## config.mk

```make
export PLATFORM = sky130hd
export DESIGN_NAME = nibble_escape_byte_pair_codec
export DESIGN_NICKNAME = d
export VERILOG_FILES = /design/src/rtl/nebpc_pkg.sv /design/src/rtl/nebpc_front.sv /design/src/rtl/nebpc_queue.sv /design/src/rtl/nebpc_back.sv /design/src/rtl/nibble_escape_byte_pair_codec.sv
export SDC_FILE = /design/constraint.sdc
export NUM_CORES = 1
export LEC_CHECK = 0
export BUFFER_PORTS_ARGS = -buffer_cell sky130_fd_sc_hd__buf_2
export CAP_MARGIN = 20
export CORE_ASPECT_RATIO = 0.9
export CORE_MARGIN = 2
export CORE_UTILIZATION = 25
export CTS_BUF_LIST = sky130_fd_sc_hd__clkbuf_4 sky130_fd_sc_hd__clkbuf_8 sky130_fd_sc_hd__clkbuf_16
export DETAILED_ROUTE_END_ITERATION = 6
export PLACE_DENSITY = 0.5
export SETUP_SLACK_MARGIN = 0.1
export SLEW_MARGIN = 30
export SYNTH_ARGS = -nofsm -noshare
export SYNTH_HDL_FRONTEND = slang
export SYNTH_SLANG_ARGS = --single-unit
```

## constraint.sdc

```tcl
create_clock -name clk -period 3.3 [get_ports clk]
set_input_delay 0.33 -clock clk [delete_from_list [all_inputs] [get_ports clk]]
set_output_delay 0.33 -clock clk [all_outputs]
set_load 0.02 [all_outputs]
```

## src/rtl/nebpc_pkg.sv

```systemverilog
`timescale 1ns / 1ps
// ----------------------------------------------------------------------------
// nebpc_pkg
// Shared types and constants of the nibble escape byte pair codec.
// ----------------------------------------------------------------------------
package nebpc_pkg;

    localparam logic [7:0] ESC_HIGH    = 8'hF0;
    localparam logic [3:0] ESC_NIBBLE  = 4'hF;
    localparam logic [7:0] LOW_NIB     = 8'h0F;
    localparam logic [7:0] BIAS        = 8'd7;
    localparam logic [7:0] SMALL_LIMIT = 8'd15;

    localparam logic DIR_ENCODE = 1'b0;
    localparam logic DIR_DECODE = 1'b1;

    localparam int QUEUE_DEPTH = 4;

    typedef enum logic [1:0] {
        PH_LEAD   = 2'd0,
        PH_SECOND = 2'd1,
        PH_RAW    = 2'd2
    } phase_t;

    typedef struct packed {
        logic [7:0] first_byte;
        logic [7:0] second_byte;
        logic       two_bytes;
    } entry_t;

    typedef struct packed {
        logic full;
        logic empty;
    } queue_status_t;

endpackage

```

## src/rtl/nebpc_front.sv

```systemverilog
`timescale 1ns / 1ps
// ----------------------------------------------------------------------------
// nebpc_front
// Accepts input bytes, tracks pair and code phase, and issues result entries.
// ----------------------------------------------------------------------------
module nebpc_front
(
    input  logic                      clk,
    input  logic                      rst_n,
    input  logic                      in_valid,
    output logic                      in_ready,
    input  logic [7:0]                data_byte,
    input  logic                      cfg_valid,
    output logic                      cfg_ready,
    input  logic                      direction,
    input  nebpc_pkg::queue_status_t  status,
    output logic                      push,
    output nebpc_pkg::entry_t         push_entry
);

    nebpc_pkg::phase_t phase_reg;
    nebpc_pkg::phase_t phase_next;
    logic [7:0]        held_reg;
    logic [7:0]        held_next;
    logic              direction_reg;
    logic              accept;
    logic              cfg_write;
    logic [7:0]        biased;
    logic [7:0]        esc_first;
    logic [7:0]        plain_first;
    logic [7:0]        low_value;
    logic [7:0]        raw_value;
    logic              low_is_esc;
    logic              high_is_esc;
    logic [7:0]        pair_high;

    assign in_ready  = !status.full;
    assign cfg_ready = 1'b1;
    assign accept    = in_valid && in_ready;
    assign cfg_write = cfg_valid && cfg_ready;

    assign biased      = data_byte + nebpc_pkg::BIAS;
    assign pair_high   = {held_reg[3:0], 4'h0};
    assign esc_first   = {held_reg[3:0], data_byte[7:4]} - nebpc_pkg::BIAS;
    assign plain_first = {4'h0, data_byte[7:4]} - nebpc_pkg::BIAS;
    assign low_value   = (data_byte & nebpc_pkg::LOW_NIB) - nebpc_pkg::BIAS;
    assign raw_value   = data_byte - nebpc_pkg::BIAS;
    assign low_is_esc  = (data_byte[3:0] == nebpc_pkg::ESC_NIBBLE);
    assign high_is_esc = (data_byte[7:4] == nebpc_pkg::ESC_NIBBLE);

    // next state
    always_comb
    begin
        phase_next = phase_reg;
        held_next  = held_reg;
        if (direction_reg == nebpc_pkg::DIR_ENCODE)
        begin
            if (phase_reg != nebpc_pkg::PH_SECOND)
            begin
                held_next  = biased;
                phase_next = nebpc_pkg::PH_SECOND;
            end
            else
            begin
                phase_next = nebpc_pkg::PH_LEAD;
            end
        end
        else
        begin
            case (phase_reg)
                nebpc_pkg::PH_SECOND:
                begin
                    phase_next = low_is_esc ? nebpc_pkg::PH_RAW : nebpc_pkg::PH_LEAD;
                end
                nebpc_pkg::PH_RAW:
                begin
                    phase_next = nebpc_pkg::PH_LEAD;
                end
                default:
                begin
                    if (high_is_esc)
                    begin
                        held_next  = data_byte;
                        phase_next = nebpc_pkg::PH_SECOND;
                    end
                    else
                    begin
                        phase_next = low_is_esc ? nebpc_pkg::PH_RAW : nebpc_pkg::PH_LEAD;
                    end
                end
            endcase
        end
    end

    // result entry
    always_comb
    begin
        push                   = 1'b0;
        push_entry.first_byte  = raw_value;
        push_entry.second_byte = low_value;
        push_entry.two_bytes   = 1'b0;
        if (direction_reg == nebpc_pkg::DIR_ENCODE)
        begin
            if (phase_reg != nebpc_pkg::PH_SECOND)
            begin
                push                  = accept && (biased >= nebpc_pkg::SMALL_LIMIT);
                push_entry.first_byte = nebpc_pkg::ESC_HIGH | {4'h0, biased[7:4]};
            end
            else if (biased < nebpc_pkg::SMALL_LIMIT)
            begin
                push                  = accept;
                push_entry.first_byte = pair_high | biased;
            end
            else
            begin
                push                   = accept;
                push_entry.first_byte  = pair_high | nebpc_pkg::LOW_NIB;
                push_entry.second_byte = biased;
                push_entry.two_bytes   = 1'b1;
            end
        end
        else
        begin
            case (phase_reg)
                nebpc_pkg::PH_SECOND:
                begin
                    push                  = accept;
                    push_entry.first_byte = esc_first;
                    push_entry.two_bytes  = !low_is_esc;
                end
                nebpc_pkg::PH_RAW:
                begin
                    push                  = accept;
                    push_entry.first_byte = raw_value;
                end
                default:
                begin
                    push                  = accept && !high_is_esc;
                    push_entry.first_byte = plain_first;
                    push_entry.two_bytes  = !low_is_esc;
                end
            endcase
        end
    end

    always_ff @(posedge clk or negedge rst_n)
    begin
        if (!rst_n)
        begin
            phase_reg     <= nebpc_pkg::PH_LEAD;
            held_reg      <= 8'h00;
            direction_reg <= nebpc_pkg::DIR_ENCODE;
        end
        else if (cfg_write)
        begin
            phase_reg     <= nebpc_pkg::PH_LEAD;
            held_reg      <= 8'h00;
            direction_reg <= direction;
        end
        else if (accept)
        begin
            phase_reg <= phase_next;
            held_reg  <= held_next;
        end
    end

endmodule

```

## src/rtl/nebpc_queue.sv

```systemverilog
`timescale 1ns / 1ps
// ----------------------------------------------------------------------------
// nebpc_queue
// Short queue of result entries between the front and back parts.
// ----------------------------------------------------------------------------
module nebpc_queue
#(
    parameter int DEPTH = nebpc_pkg::QUEUE_DEPTH
)
(
    input  logic                      clk,
    input  logic                      rst_n,
    input  logic                      push,
    input  nebpc_pkg::entry_t         push_entry,
    input  logic                      pop,
    output nebpc_pkg::entry_t         head,
    output nebpc_pkg::queue_status_t  status
);

    localparam int PTR_W = (DEPTH > 1) ? $clog2(DEPTH) : 1;
    localparam int CNT_W = $clog2(DEPTH + 1);

    nebpc_pkg::entry_t entries_reg [DEPTH];
    logic [PTR_W-1:0]  wr_ptr_reg;
    logic [PTR_W-1:0]  wr_ptr_next;
    logic [PTR_W-1:0]  rd_ptr_reg;
    logic [PTR_W-1:0]  rd_ptr_next;
    logic [CNT_W-1:0]  count_reg;
    logic [CNT_W-1:0]  count_next;

    assign head         = entries_reg[rd_ptr_reg];
    assign status.full  = (count_reg == CNT_W'(DEPTH));
    assign status.empty = (count_reg == '0);

    always_comb
    begin
        wr_ptr_next = wr_ptr_reg;
        rd_ptr_next = rd_ptr_reg;
        count_next  = count_reg;
        if (push)
        begin
            wr_ptr_next = (wr_ptr_reg == PTR_W'(DEPTH - 1)) ? '0 : wr_ptr_reg + 1'b1;
        end
        if (pop)
        begin
            rd_ptr_next = (rd_ptr_reg == PTR_W'(DEPTH - 1)) ? '0 : rd_ptr_reg + 1'b1;
        end
        if (push && !pop)
        begin
            count_next = count_reg + 1'b1;
        end
        else if (pop && !push)
        begin
            count_next = count_reg - 1'b1;
        end
    end

    always_ff @(posedge clk or negedge rst_n)
    begin
        if (!rst_n)
        begin
            wr_ptr_reg <= '0;
            rd_ptr_reg <= '0;
            count_reg  <= '0;
        end
        else
        begin
            wr_ptr_reg <= wr_ptr_next;
            rd_ptr_reg <= rd_ptr_next;
            count_reg  <= count_next;
        end
    end

    always_ff @(posedge clk)
    begin
        if (push)
        begin
            entries_reg[wr_ptr_reg] <= push_entry;
        end
    end

endmodule

```

## src/rtl/nebpc_back.sv

```systemverilog
`timescale 1ns / 1ps
// ----------------------------------------------------------------------------
// nebpc_back
// Drains queued entries to the output, one result byte a cycle unless stalled.
// ----------------------------------------------------------------------------
module nebpc_back
(
    input  logic                      clk,
    input  logic                      rst_n,
    input  nebpc_pkg::entry_t         head,
    input  nebpc_pkg::queue_status_t  status,
    output logic                      pop,
    output logic                      out_valid,
    input  logic                      out_ready,
    output logic [7:0]                out_byte,
    output logic                      last_of_run
);

    logic       out_valid_reg;
    logic       out_valid_next;
    logic [7:0] out_byte_reg;
    logic [7:0] out_byte_next;
    logic       last_reg;
    logic       last_next;
    logic       pending_reg;
    logic       pending_next;
    logic       load;

    assign load        = !out_valid_reg || out_ready;
    assign out_valid   = out_valid_reg;
    assign out_byte    = out_byte_reg;
    assign last_of_run = last_reg;

    always_comb
    begin
        out_valid_next = out_valid_reg && !out_ready;
        out_byte_next  = out_byte_reg;
        last_next      = last_reg;
        pending_next   = pending_reg;
        pop            = 1'b0;
        if (load)
        begin
            if (pending_reg)
            begin
                out_valid_next = 1'b1;
                out_byte_next  = head.second_byte;
                last_next      = 1'b1;
                pending_next   = 1'b0;
                pop            = 1'b1;
            end
            else if (!status.empty)
            begin
                out_valid_next = 1'b1;
                out_byte_next  = head.first_byte;
                last_next      = !head.two_bytes;
                pending_next   = head.two_bytes;
                pop            = !head.two_bytes;
            end
        end
    end

    always_ff @(posedge clk or negedge rst_n)
    begin
        if (!rst_n)
        begin
            out_valid_reg <= 1'b0;
            pending_reg   <= 1'b0;
        end
        else
        begin
            out_valid_reg <= out_valid_next;
            pending_reg   <= pending_next;
        end
    end

    always_ff @(posedge clk)
    begin
        out_byte_reg <= out_byte_next;
        last_reg     <= last_next;
    end

endmodule

```

## src/rtl/nibble_escape_byte_pair_codec.sv

```systemverilog
`timescale 1ns / 1ps
// ----------------------------------------------------------------------------
// nibble_escape_byte_pair_codec
// Byte pair nibble escape encoder and decoder, selected by the direction
// register.
// ----------------------------------------------------------------------------
// One input byte is taken per cycle while the result queue has room; each
// transfer yields zero, one or two result bytes. Results leave the single
// output register at one byte per cycle while the receiver is ready, so a
// stream in which every input gives two bytes is held back by the output
// once the queue (QUEUE_DEPTH entries, one per input that gives a result) has
// filled. The first result of an input passes through its queue entry and
// then the output register before it is offered. The direction register
// is written through the cfg channel, which is always ready; a write clears
// any partial pair or partial code, and must only happen while the block is
// idle. A trailing unpaired encode byte gives only its escape lead, if any.
// ----------------------------------------------------------------------------
module nibble_escape_byte_pair_codec
#(
    parameter int QUEUE_DEPTH = nebpc_pkg::QUEUE_DEPTH
)
(
    input  logic       clk,
    input  logic       rst_n,
    input  logic       in_valid,
    output logic       in_ready,
    input  logic [7:0] data_byte,
    output logic       out_valid,
    input  logic       out_ready,
    output logic [7:0] out_byte,
    output logic       last_of_run,
    input  logic       cfg_valid,
    output logic       cfg_ready,
    input  logic       direction
);

    nebpc_pkg::queue_status_t status;
    nebpc_pkg::entry_t        push_entry;
    nebpc_pkg::entry_t        head;
    logic                     push;
    logic                     pop;

    nebpc_front u_front
    (
        .clk        (clk),
        .rst_n      (rst_n),
        .in_valid   (in_valid),
        .in_ready   (in_ready),
        .data_byte  (data_byte),
        .cfg_valid  (cfg_valid),
        .cfg_ready  (cfg_ready),
        .direction  (direction),
        .status     (status),
        .push       (push),
        .push_entry (push_entry)
    );

    nebpc_queue
    #(
        .DEPTH (QUEUE_DEPTH)
    )
    u_queue
    (
        .clk        (clk),
        .rst_n      (rst_n),
        .push       (push),
        .push_entry (push_entry),
        .pop        (pop),
        .head       (head),
        .status     (status)
    );

    nebpc_back u_back
    (
        .clk         (clk),
        .rst_n       (rst_n),
        .head        (head),
        .status      (status),
        .pop         (pop),
        .out_valid   (out_valid),
        .out_ready   (out_ready),
        .out_byte    (out_byte),
        .last_of_run (last_of_run)
    );

endmodule

```

==> results.py <==
metrics = {
    "synthesis": {
        "number_of_enable_type_register_cells_in_the_synthesized_netlist": 77,
        "yosys_most_used_dff": "edfxtp_1",
        "syn_area_per_cell_um2": 13.8,
        "most_numerous_cell_in_the_yosys_netlist": "edfxtp_1",
        "synth.top_cells.by_area": "edfxtp_1 (50%), dfrtp_1 (8.7%), mux4_2 (8.3%), ha_1 (3.8%), mux2_2 (2.9%)",
        "synth.largest_area_cell": "edfxtp_1",
        "async_flop_share_pct": 17.2,
        "synth.top_cell.area_share_pct": 50.2,
        "cell_area_after_synthesis_mm2": 0.00461,
        "yosys_register_bits": 93,
        "ys_seq_area_share_pct": 58.8,
        "yosysUniqueCellTypes": 50,
        "ys_top_cells_by_count": "edfxtp_1 (77), nand2_1 (28), nor2_1 (24)",
        "yosysWarnings": 0,
        "synthCells": 335,
        "syn-num-nets": 364,
    },
    "setup_path": {
        "critical_path.max_fanout": 7,
        "path_delay_family": "adder cells",
        "timing.critical_path.from": "data_byte[0]",
        "timing.reg2reg.worst_path_depth": 9,
        "endpoint_kind": "register",
        "rr_endpoint": "u_queue.entries_reg[3][13]",
        "signal_arrival_time_at_the_worst_endpoint_ns": 2.99,
        "rr_startpoint": "u_front.phase_reg[0]",
        "reg2reg_slack_ns": 0.68,
        "critPathSlowestCell": "a222oi_1",
        "series_of_cell_instances_along_the_critical_path": "buf_2 -> inv_1 -> ha_1 -> nand2b_1 -> a211o_1 -> a222oi_1 -> or2_1 -> a31oi_4 -> ha_1 -> inv_1 -> fa_1 -> mux2_2",
        "cp.buffers_inverters": 3,
        "critPathRequiredTime_ns": 3.52,
        "slowest_delay_ns": 0.40,
        "critical_path_class": "in2reg",
        "setup.worst_path.start_class": "input pin",
    },
    "worst_hold_path": {
        "whs_path_depth": 3,
        "hold_end": "u_front.direction_reg",
        "min-delay-path-class": "in2reg",
        "hold_path_startpoint": "direction",
    },
    "grt": {
        "grt_pass1_vias": 2754,
        "overflow": 0,
        "grt_start_max_net_pins": 20,
        "grt_util_all_layers_pct": 10.5,
        "grt_antenna_before_repair": 0,
        "grt_first_pass_wirelength_mm": 15.4,
    },
    "place": {
        "post-place-ws_ns": 0.165,
        "placedInstanceArea_mm2": 0.00507,
        "portBuffers": 24,
        "finalWeightedCongestion": 0.841,
        "dp_hpwl_mm": 6.77,
    },
    "route": {
        "drtPass1Iterations": 4,
        "drt_iter0_drc": 99,
        "viasPerCell": 4.34,
        "drtAntennaViolNets": 0,
        "average_detailed_routed_wire_length_per_instance_um": 15.8,
        "postRouteWirelength_mm": 9.73,
        "drc": 0,
        "detailroute.via_count": 2680,
    },
    "die": {
        "initial_core_util_pct": 25.3,
        "die_h_um": 133,
        "core-area_mm2": 0.0182,
        "ios": 26,
        "fp.dieArea_mm2": 0.0195,
        "die_w_um": 147,
        "row_count": 47,
    },
    "cells_and_area": {
        "final_cell_area_mm2": 0.00539,
        "antenna_cells_inserted": 0,
        "post-route-util_pct": 29.5,
        "final_layout_size_suffix_gt1_share_pct": 24.7,
        "largest_register_ffs": 68,
        "register_area_mm2": 0.00271,
        "multi_input_area_mm2": 0.00177,
        "final.fill_count": 1880,
        "final_net_count": 396,
        "synthToLayoutAreaGrowth_pct": 16.8,
    },
    "power_and_ir_drop": {
        "leakagePower_nw": 1.90,
        "powerDensity_mw_per_mm2": 750,
        "max-vdd-ir-drop_uv": 314,
    },
    "clock_tree": {
        "number_of_buffers_created_by_cts": 9,
        "post_cts_resize_count": 0,
        "insertion_delay_ns": 0.34,
        "cts_sinks": 93,
        "cts_tree": "done",
        "clock_tree.htree_level_count": 3,
        "cts_root_buf": "clkbuf_16",
        "cts.reportedPaths.clkPinSlew_ns": 0.06,
        "cts.path.max_buffers": 2,
    },
    "sta": {
        "timing.clock.skew_ns": 0.00861,
        "final_critical_path_setup_slack_ns": 0.531,
        "finalCritPeriodShare_pct": 83.9,
        "unrepaired_setup_endpoints_after_global_routing": "false",
        "finalSetupViolCount": 0,
        "timing_hold_violations_final": 0,
        "clock.fmax_ghz": 0.361,
        "fin_worst_hold_slack_ns": 0.235,
        "number_of_max_slew_violations_in_the_final_report": 0,
        "remaining_max_slew_budget_at_the_tightest_pin_pct": 45.4,
        "final.setup.tns_ns": 0,
        "max_slew.worst_pin.slew_ns": 0.810,
        "timing.final.crit_period_ns": 2.77,
    },
    "job": {
        "drv_cap": 0,
    },
    "outcome": {
        "status": "complete, no violations",
    },
}
==> layout by cell type, fill, tap and decap left out, types with 4 or more instances in the layout <==
master and instances:
nand2_1 28, a21oi_1 8, and2_1 5, buf_4 15
o21ai_0 16, xnor2_1 14, buf_2 24, nor2_1 24
inv_1 11, mux2i_1 8, nand3_1 5, mux2_2 12
xor2_1 11, o22a_1 4, ha_1 14, nor2b_1 4
mux4_2 17, clkbuf_16 9, edfxtp_1 77, dfrtp_1 16
==> worst register-to-register path, cell delays in order (launching register included) <==
cell and delay (ns):
dfrtp_1 0.39, inv_1 0.06, ha_1 0.38, mux2_2 0.40, ha_1 0.27, a21oi_1 0.20
xor2_1 0.16, nor2_1 0.05, a211oi_1 0.23, o22a_1 0.29
==> power by group <==
| part | switching [mW] | internal [mW] |
|---|---|---|
| sequential | 0.134 | 1.62 |
| combinational | 0.664 | 0.578 |
| clock | 0.409 | 0.636 |
==> metal layers <==
layer  vias to the layer above  track usage, %  wire, um
met5                         -               0         0
met4                         0            3.95       150
met3                        11            2.97       409
met2                        51            16.9      4620
met1                      1318            13.5      4550
li1                       1300               -         -
==> area by class of cell <==
| class | count | area share [%] |
|---|---|---|
| flip-flops and latches | 93 | 50.4 |
| multi-input cells | 211 | 32.9 |
| well taps | 245 | 5.69 |
| clock buffers | 13 | 4.86 |
| repair buffers | 40 | 4.51 |
| clock inverters | 3 | 0.860 |
| inverters | 12 | 0.836 |
==> cell families after synthesis <==
family,count (synthesis),synth area share [%]
xor gates and xnor gates,25,4.75
DFF,93,58.8
and+or+nand+nor,84,8.52
AOI/OAI and AO/OA,47,7.19
other,1,0.0814
muxes,39,13.6
adders and majority gates,15,4.23
buffers and inverters,31,2.74
==> through the flow <==
step                      power, mW  std cells
after floorplan                2.67        335
after global placement         3.02        600
after CTS                      4.11        617
final                          4.04        617
after global routing           4.28        617
after detailed placement       3.05        600
==> how the worst max path moves through the flow <==
| stage | cells after the start | end | slack [ns] |
|---|---|---|---|
| floorplan | 12 | u_queue.count_reg[1] | 0.29 |
| global placement | 12 | u_queue.count_reg[1] | 0.22 |
| detailed placement | 12 | u_queue.count_reg[1] | 0.17 |
| CTS | 12 | u_queue.count_reg[1] | 0.52 |
| global route | 12 | u_queue.count_reg[1] | 0.35 |
| finish | 12 | u_queue.count_reg[1] | 0.53 |
==> timing repair <==
| item | CTS | global route |
|---|---|---|
| endpoints found under the hold margin | 16 | 0 |
| buffers inserted | 0 | 0 |
| hold buffers | 1 | 0 |
Power figures use the tool's default switching activity.
